===== src/gprw_pkg.sv =====
// ----------------------------------------------------------------------------
// gprw_pkg
// Shared types and constants for the glyph row pixel writer.
// ----------------------------------------------------------------------------
`default_nettype none

package gprw_pkg;

	localparam int GLYPH_WIDTH  = 8;
	localparam int GLYPH_HEIGHT = 16;
	localparam int ADDRESS_BITS = 26;
	localparam int COL_W        = $clog2(GLYPH_WIDTH);

	localparam int CX_W     = 12;
	localparam int CY_W     = 12;
	localparam int ROW_W    = 4;
	localparam int BITS_W   = 8;
	localparam int COLOR_W  = 24;
	localparam int FMT_W    = 2;
	localparam int LINE_W   = 15;
	localparam int BADDR_W  = 26;
	localparam int WORD_W   = 24;
	localparam int BCOUNT_W = 3;

	localparam int IN_DATA_W  = 64;
	localparam int OUT_DATA_W = 56;
	localparam int CFG_IDX_W  = 2;

	localparam logic [CFG_IDX_W-1:0] REG_PIXEL_FORMAT = 2'd0;
	localparam logic [CFG_IDX_W-1:0] REG_LINE_BYTES   = 2'd1;

	localparam logic [FMT_W-1:0] FMT_XRGB   = 2'd0;
	localparam logic [FMT_W-1:0] FMT_RGB565 = 2'd1;
	localparam logic [FMT_W-1:0] FMT_PAL8   = 2'd2;

	localparam logic [BCOUNT_W-1:0] BC_XRGB   = 3'd4;
	localparam logic [BCOUNT_W-1:0] BC_RGB565 = 3'd2;
	localparam logic [BCOUNT_W-1:0] BC_PAL8   = 3'd1;

	typedef struct packed {
		logic [COLOR_W-1:0] fg_color;
		logic [BITS_W-1:0]  glyph_bits;
		logic [ROW_W-1:0]   row_index;
		logic [CY_W-1:0]    char_y;
		logic [CX_W-1:0]    char_x;
	} in_item_t;

	typedef struct packed {
		logic [ADDRESS_BITS-1:0] base;
		logic [CX_W-1:0]         char_x;
		logic [BITS_W-1:0]       glyph_bits;
		logic [COLOR_W-1:0]      fg_color;
		logic [FMT_W-1:0]        fmt;
		logic [BCOUNT_W-1:0]     byte_count;
	} row_t;

	typedef struct packed {
		logic [ADDRESS_BITS-1:0] addr;
		logic [WORD_W-1:0]       word;
	} pix_t;

endpackage

`default_nettype wire


===== src/gprw_front.sv =====
// ----------------------------------------------------------------------------
// gprw_front
// Input stage and row base multiply: (char_y + row_index) * line_bytes.
// ----------------------------------------------------------------------------
`default_nettype none

module gprw_front (
	input  wire logic                        clk,
	input  wire logic                        arst_n,
	input  wire logic                        in_valid,
	output logic                             in_ready,
	input  wire gprw_pkg::in_item_t          in_item,
	input  wire logic [gprw_pkg::FMT_W-1:0]  pixel_format,
	input  wire logic [gprw_pkg::LINE_W-1:0] line_bytes,
	output logic                             row_valid,
	input  wire logic                        row_ready,
	output gprw_pkg::row_t                   row
);
	import gprw_pkg::*;

	localparam int SUM_W  = CY_W + 1;
	localparam int PROD_W = SUM_W + LINE_W;

	logic                    v_s1;
	logic                    skip_s1;
	logic [SUM_W-1:0]        line_s1;
	logic [CX_W-1:0]         cx_s1;
	logic [BITS_W-1:0]       bits_s1;
	logic [COLOR_W-1:0]      color_s1;
	logic                    v_s2;
	row_t                    row_s2;
	logic                    ready_s2;
	logic                    accept;
	logic                    skip;
	logic [PROD_W-1:0]       prod;
	logic [BCOUNT_W-1:0]     bcount;

	assign ready_s2 = !v_s2 || row_ready;
	assign in_ready = !v_s1 || ready_s2;
	assign accept   = in_valid && in_ready;
	assign skip     = (pixel_format > FMT_PAL8) || (int'(in_item.row_index) >= GLYPH_HEIGHT);
	assign prod     = PROD_W'(line_s1) * PROD_W'(line_bytes);

	always_comb begin
		unique case (pixel_format)
			FMT_XRGB:   bcount = BC_XRGB;
			FMT_RGB565: bcount = BC_RGB565;
			default:    bcount = BC_PAL8;
		endcase
	end

	always_ff @(posedge clk or negedge arst_n) begin
		if (!arst_n) begin
			v_s1 <= 1'b0;
			v_s2 <= 1'b0;
		end else begin
			if (accept) begin
				v_s1 <= 1'b1;
			end else if (ready_s2) begin
				v_s1 <= 1'b0;
			end
			if (ready_s2) begin
				v_s2 <= v_s1 && !skip_s1;
			end
		end
	end

	always_ff @(posedge clk) begin
		if (accept) begin
			skip_s1  <= skip;
			line_s1  <= SUM_W'(in_item.char_y) + SUM_W'(in_item.row_index);
			cx_s1    <= in_item.char_x;
			bits_s1  <= in_item.glyph_bits;
			color_s1 <= in_item.fg_color;
		end
		if (ready_s2 && v_s1) begin
			row_s2.base       <= ADDRESS_BITS'(prod);
			row_s2.char_x     <= cx_s1;
			row_s2.glyph_bits <= bits_s1;
			row_s2.fg_color   <= color_s1;
			row_s2.fmt        <= pixel_format;
			row_s2.byte_count <= bcount;
		end
	end

	assign row_valid = v_s2;
	assign row       = row_s2;

endmodule

`default_nettype wire


===== src/gprw_lane.sv =====
// ----------------------------------------------------------------------------
// gprw_lane
// One pixel column: byte address and packed pixel value.
// ----------------------------------------------------------------------------
`default_nettype none

module gprw_lane (
	input  wire gprw_pkg::row_t             row,
	input  wire logic [gprw_pkg::COL_W-1:0] col,
	input  wire logic                       pix_on,
	output gprw_pkg::pix_t                  pix
);
	import gprw_pkg::*;

	localparam int XS_W  = CX_W + 1;
	localparam int OFS_W = XS_W + 2;

	logic [XS_W-1:0]    xs;
	logic [OFS_W-1:0]   ofs;
	logic [WORD_W-1:0]  fg;

	assign xs = XS_W'(row.char_x) + XS_W'(col);

	always_comb begin
		unique case (row.fmt)
			FMT_XRGB: begin
				ofs = {xs, 2'b00};
				fg  = row.fg_color;
			end
			FMT_RGB565: begin
				ofs = {1'b0, xs, 1'b0};
				fg  = WORD_W'({row.fg_color[23:19], row.fg_color[15:10], row.fg_color[7:3]});
			end
			default: begin
				ofs = {2'b00, xs};
				fg  = WORD_W'(row.fg_color[7:0]);
			end
		endcase
	end

	assign pix.addr = row.base + ADDRESS_BITS'(ofs);
	assign pix.word = pix_on ? fg : '0;

endmodule

`default_nettype wire


===== src/gprw_merge.sv =====
// ----------------------------------------------------------------------------
// gprw_merge
// Row buffer for the lane results, sent out one pixel per transfer.
// ----------------------------------------------------------------------------
`default_nettype none

module gprw_merge (
	input  wire logic                               clk,
	input  wire logic                               arst_n,
	input  wire logic                               row_valid,
	output logic                                    row_ready,
	input  wire logic [gprw_pkg::BCOUNT_W-1:0]      row_bcount,
	input  wire gprw_pkg::pix_t                     pix [gprw_pkg::GLYPH_WIDTH],
	output logic                                    m_tvalid,
	input  wire logic                               m_tready,
	output logic [gprw_pkg::OUT_DATA_W-1:0]         m_tdata,
	output logic                                    m_tlast
);
	import gprw_pkg::*;

	localparam logic [COL_W-1:0] LAST_COL = COL_W'(GLYPH_WIDTH - 1);
	localparam int PAD_W = OUT_DATA_W - BADDR_W - WORD_W - BCOUNT_W;

	pix_t                pix_s3 [GLYPH_WIDTH];
	logic [BCOUNT_W-1:0] bcount_q;
	logic [COL_W-1:0]    col_q;
	logic                busy_q;
	logic                xfer;
	logic                load;
	pix_t                cur;

	assign xfer      = busy_q && m_tready;
	assign row_ready = !busy_q || (xfer && col_q == LAST_COL);
	assign load      = row_valid && row_ready;

	always_ff @(posedge clk or negedge arst_n) begin
		if (!arst_n) begin
			busy_q <= 1'b0;
			col_q  <= '0;
		end else begin
			if (load) begin
				busy_q <= 1'b1;
				col_q  <= '0;
			end else if (xfer) begin
				col_q <= col_q + 1'b1;
				if (col_q == LAST_COL) begin
					busy_q <= 1'b0;
				end
			end
		end
	end

	always_ff @(posedge clk) begin
		if (load) begin
			pix_s3   <= pix;
			bcount_q <= row_bcount;
		end
	end

	assign cur      = pix_s3[col_q];
	assign m_tvalid = busy_q;
	assign m_tlast  = (col_q == LAST_COL);
	assign m_tdata  = {PAD_W'(0), bcount_q, cur.word, BADDR_W'(cur.addr)};

endmodule

`default_nettype wire


===== src/glyph_row_pixel_writer.sv =====
// ----------------------------------------------------------------------------
// glyph_row_pixel_writer
// Blits one 8-pixel glyph row into framebuffer pixel writes.
// ----------------------------------------------------------------------------
// Each input transfer carries one glyph row and yields eight output transfers,
// leftmost pixel first, tlast on the eighth. The output port moves one pixel
// per cycle while m_tready is high; the next row is taken and prepared while
// the current one drains. The first pixel passes through the input register,
// the row base multiply register and the lane buffer, and waits while the
// buffer is busy. Rows with row_index beyond the glyph height, or sent while
// pixel_format is 3, produce no output. Configuration writes are accepted at
// any time but must only be issued while the block is idle.
`default_nettype none

module glyph_row_pixel_writer (
	input  wire logic                              clk,
	input  wire logic                              arst_n,
	input  wire logic                              s_tvalid,
	output logic                                   s_tready,
	// char_x[11:0], char_y[23:12], row_index[27:24], glyph_bits[35:28],
	// fg_color[59:36], zero pad
	input  wire logic [gprw_pkg::IN_DATA_W-1:0]    s_tdata,
	output logic                                   m_tvalid,
	input  wire logic                              m_tready,
	// byte_address[25:0], pixel_word[49:26], byte_count[52:50], zero pad
	output logic [gprw_pkg::OUT_DATA_W-1:0]        m_tdata,
	output logic                                   m_tlast,
	input  wire logic                              cfg_valid,
	output logic                                   cfg_ready,
	input  wire logic [gprw_pkg::CFG_IDX_W-1:0]    cfg_index,
	input  wire logic [gprw_pkg::LINE_W-1:0]       cfg_data
);
	import gprw_pkg::*;

	logic [FMT_W-1:0]  pixel_format_q;
	logic [LINE_W-1:0] line_bytes_q;
	in_item_t          in_item;
	logic              row_valid;
	logic              row_ready;
	row_t              row;
	pix_t              pix [GLYPH_WIDTH];

	assign cfg_ready = 1'b1;

	always_ff @(posedge clk or negedge arst_n) begin
		if (!arst_n) begin
			pixel_format_q <= FMT_XRGB;
			line_bytes_q   <= '0;
		end else if (cfg_valid) begin
			unique case (cfg_index)
				REG_PIXEL_FORMAT: pixel_format_q <= cfg_data[FMT_W-1:0];
				REG_LINE_BYTES:   line_bytes_q   <= cfg_data;
				default: ;
			endcase
		end
	end

	assign in_item = in_item_t'(s_tdata[$bits(in_item_t)-1:0]);

	gprw_front u_front (
		.clk          (clk),
		.arst_n       (arst_n),
		.in_valid     (s_tvalid),
		.in_ready     (s_tready),
		.in_item      (in_item),
		.pixel_format (pixel_format_q),
		.line_bytes   (line_bytes_q),
		.row_valid    (row_valid),
		.row_ready    (row_ready),
		.row          (row)
	);

	for (genvar g = 0; g < GLYPH_WIDTH; g++) begin : g_lane
		gprw_lane u_lane (
			.row    (row),
			.col    (COL_W'(g)),
			.pix_on (row.glyph_bits[GLYPH_WIDTH-1-g]),
			.pix    (pix[g])
		);
	end

	gprw_merge u_merge (
		.clk        (clk),
		.arst_n     (arst_n),
		.row_valid  (row_valid),
		.row_ready  (row_ready),
		.row_bcount (row.byte_count),
		.pix        (pix),
		.m_tvalid   (m_tvalid),
		.m_tready   (m_tready),
		.m_tdata    (m_tdata),
		.m_tlast    (m_tlast)
	);

endmodule

`default_nettype wire


===== config.mk =====
export PLATFORM = sky130hd
export DESIGN_NAME = glyph_row_pixel_writer
export DESIGN_NICKNAME = d
export VERILOG_FILES = /design/src/gprw_pkg.sv /design/src/gprw_front.sv /design/src/gprw_lane.sv /design/src/gprw_merge.sv /design/src/glyph_row_pixel_writer.sv
export SDC_FILE = /design/constraint.sdc
export NUM_CORES = 2
export LEC_CHECK = 0
export BUFFER_PORTS_ARGS = -buffer_cell sky130_fd_sc_hd__buf_4
export CORE_AREA = 2 2 319 321
export CTS_CLUSTER_DIAMETER = 50
export DETAILED_ROUTE_END_ITERATION = 8
export DIE_AREA = 0 0 321 323
export SYNTH_ARGS = -nofsm -noshare
export SYNTH_HDL_FRONTEND = slang
export SYNTH_SLANG_ARGS = --single-unit

===== constraint.sdc =====
create_clock -name clk -period 37.1 [get_ports clk]
set_input_delay 1.855 -clock clk [delete_from_list [all_inputs] [get_ports clk]]
set_output_delay 1.855 -clock clk [all_outputs]
set_load 0.01 [all_outputs]

==> results.sh <==
export IMPL_finalCritPeriodShare_pct=15.0
export IMPL_vdd_ir_drop_max_mv=0.134
export IMPL_crit_type="reg2reg"
export IMPL_hold_buffers=0
export IMPL_clk_pin_slew_ns=0.06
export IMPL_synth_top_cell_area_share_pct=42.9
export IMPL_finalMaxSlewViolations=0
export IMPL_relSlewSlack_pct=20.1
export IMPL_insertion_delay_ns=0.63
export IMPL_cts_path_max_buffers=3
export IMPL_ys_seq_area_share_pct=44.4
export IMPL_rsz0062_at_grt="false"
export IMPL_final_util_pct=41.1
export IMPL_multiInputGateArea_um2=18900
export IMPL_hold_viol_final=0
export IMPL_ys_top_cells_by_area="edfxtp_1, fa_1, ha_1"
export IMPL_ff2ff_path_depth=18
export IMPL_yosysTopAreaCell="edfxtp_1"
export IMPL_synth_top_family_by_area="adder cells"
export IMPL_clock_skew_ns=0.0296
export IMPL_synth_area_um2=36800
export IMPL_path_cells="and2_1, fa_1, inv_1, fa_1, inv_1, fa_1, inv_1, fa_1, fa_1, inv_1, ha_1, o21a_1, a21oi_2, o21ai_1, a31o_1, a221o_1, nand4_1, o311ai_2"
export IMPL_synth_edf_count=526
export IMPL_portBuffers=137
export IMPL_ys_seq_elements=549
export IMPL_cts_sink_count=549
export IMPL_cts_resized=0
export IMPL_met1_usage_pct=22.9
export IMPL_grt_pass1_vias=24500
export IMPL_met3_usage_pct=2.63
export IMPL_wirelength_um=90500
export IMPL_use_met2_pct=30.8
export IMPL_fillers=9583
export IMPL_cts_setup_buffers=0
export IMPL_placed_cells=4586
export IMPL_crit_buf_inv=4
export IMPL_syn_inst=3273
export IMPL_arrival_ns=5.92
export IMPL_cp_depth=18
export IMPL_gp_congestion=0.875
export IMPL_min_period_ns=5.57
export IMPL_final_cell_mix="edfxtp_1, nand2_1, inv_1, nor2_1, ha_1"
export IMPL_endpoint_kind="flop"
export IMPL_final_seq_area_um2=16400
export IMPL_synth_adder_area_share_pct=14.4
export IMPL_route_antenna_remaining_nets=0
export IMPL_die_area_um2=104000
export IMPL_start_util_pct=36.6
export IMPL_htreeDepth=3
export IMPL_finalNetCount=3774
export IMPL_min_path_cells=0
export IMPL_grt_ovfl_total=0
export IMPL_busiest_layer="met2"
export IMPL_antenna_cells=0
export IMPL_yosysWarnings=0
export IMPL_fin_cells=4719
export IMPL_syn_to_final_growth_pct=12.4
export IMPL_post_place_ws_ns=31.47
export IMPL_drtIter0Drc=1673
export IMPL_p_leak_nw=16.6
export IMPL_p_total_mw=4.22
export IMPL_fin_setup_tns_ns=0
export IMPL_synthXorXnorAreaFrac_pct=6.61
export IMPL_worst_slack_ns=31.53
export IMPL_final_common_cell="edfxtp_1"
export IMPL_detailed_place_hpwl_um=63200
export IMPL_hp_class="reg2reg"
export IMPL_die_y_um=323
export IMPL_setup_violations_final=0
export IMPL_crit_slowest_cell="edfxtp_1"
export IMPL_drc_errors=0
export IMPL_cp_common_cell="fa_1"
export IMPL_antenna_found_initial=0
export IMPL_synth_compound_area_share_pct=8.48
export IMPL_grt_pass1_wl_um=141000
export IMPL_yosys_cell_types_count=80
export IMPL_async_flop_share_pct=4.19
export IMPL_power_density_nw_per_um2=102
export IMPL_synth_flop_cell="edfxtp_1"
export IMPL_firstDrtPassIters=5
export IMPL_cap_violations=0
export IMPL_cts_buffers_inserted=74
export IMPL_fmax_ghz=0.179
export IMPL_root_buffer="clkbuf_16"
export IMPL_crit_path_start_kind="flop"
export IMPL_wl_per_cell_um=19.2
export IMPL_synth_avg_cell_area_um2=11.3
export IMPL_critical_path_top_delay_family="adder cells"
export IMPL_synth_mux_area_share_pct=8.13
export IMPL_worstPathRequired_ns=37.44
export IMPL_r2r_setup_slack_ns=31.53
export IMPL_core_um2=101000
export IMPL_via_per_inst=5.14
export IMPL_layout_drive_gt1_share_pct=12.7
export IMPL_cts_tree="done"
export IMPL_vias=24300
export IMPL_synth_simple_area_share_pct=13.6
export IMPL_crit_fanout=15
export IMPL_status="completed"
export IMPL_fp_dieW_um=321
export IMPL_rows=117
export IMPL_max_stage_delay_ns=0.58
export IMPL_gr_usage_all_layers_pct=17.6
export IMPL_io_pins=146
export IMPL_worstMarginPinSlew_ns=1.20
export IMPL_grt_max_degree=87
[stage by stage]
stage	hold slack (ns)	instance area, um2
5_1_grt	0.411	41400
2_1_floorplan	0.399	36800
3_5_place_dp	0.405	39100
6_report	0.408	41400
3_3_place_gp	0.404	39100
4_1_cts	0.409	41400
[cells in the mapped netlist, types with 11 or more instances]
library cell,count
nor2_1,232
a21o_1,63
and2_1,172
nand3_1,34
inv_1,245
o21bai_1,18
edfxtp_1,526
mux2i_1,55
o21a_1,13
a211oi_1,23
xor2_1,103
o21ai_1,11
a31oi_1,20
mux4_2,97
nand2_1,367
clkbuf_1,106
buf_1,27
and3_1,79
buf_2,18
mux2_2,23
fa_1,147
ha_1,188
a21oi_1,181
nor2b_1,73
nor3_1,28
o21ai_0,67
xnor2_1,175
dfrtp_1,23
nand2b_1,23
[routing by layer]
layer / part of all wire, % / vias to the layer above
met5: 0 / -
met4: 1.9 / 0
met3: 4.3 / 102
met2: 50 / 530
met1: 44 / 12000
li1: - / 11600
[power breakdown]
group	switching, mW	internal (mW)	total (mW)
logic	1.42	1.09	2.51
registers	0.121	0.910	1.03
clock network	0.276	0.397	0.672
total	1.82	2.40	4.22
[kinds of logic (layout without fill, tap and decap cells)]
kind of cell,count (synthesis),count (layout)
other,2,4
xor gates and xnor gates,278,278
AOI/OAI and AO/OA,478,478
DFF,549,549
adders and majority gates,335,335
buffers and inverters,408,543
muxes,175,175
and+or+nand+nor,1048,1048
[flip-flops by register name, indices dropped and copies added, names as in the netlist, 3 cells and up]
register	flops
u_front.cx_s1	12
u_merge.bcount_q	3
u_merge.col_q	3
u_front.color_s1	24
u_front.row	75
u_front.bits_s1	8
line_bytes_q	15
u_merge.pix_s3	390
u_front.line_s1	13
[area by class of cell]
type,instances,share of cell area [%]
inverters,247,2.24
clock buffers,92,4.76
multi-input cells,2318,45.7
repair buffers,163,2.96
well taps,1309,3.96
flip-flops and latches,549,39.6
clock inverters,41,0.834
[worst paths after layout]
check / from / to
max: u_front.line_s1[3]$_DFFE_PP_ / u_front.row[73]$_DFFE_PP_
min: u_front.color_s1[13]$_DFFE_PP_ / u_front.row[18]$_DFFE_PP_
max reg2reg: u_front.line_s1[3]$_DFFE_PP_ / u_front.row[73]$_DFFE_PP_
min reg2reg: u_front.color_s1[13]$_DFFE_PP_ / u_front.row[18]$_DFFE_PP_
max in group asynchronous: arst_n / u_merge.col_q[1]$_DFFE_PN0P_
min in group asynchronous: arst_n / line_bytes_q[13]$_DFFE_PN0P_
No activity file was read; power rests on OpenSTA's default activity.
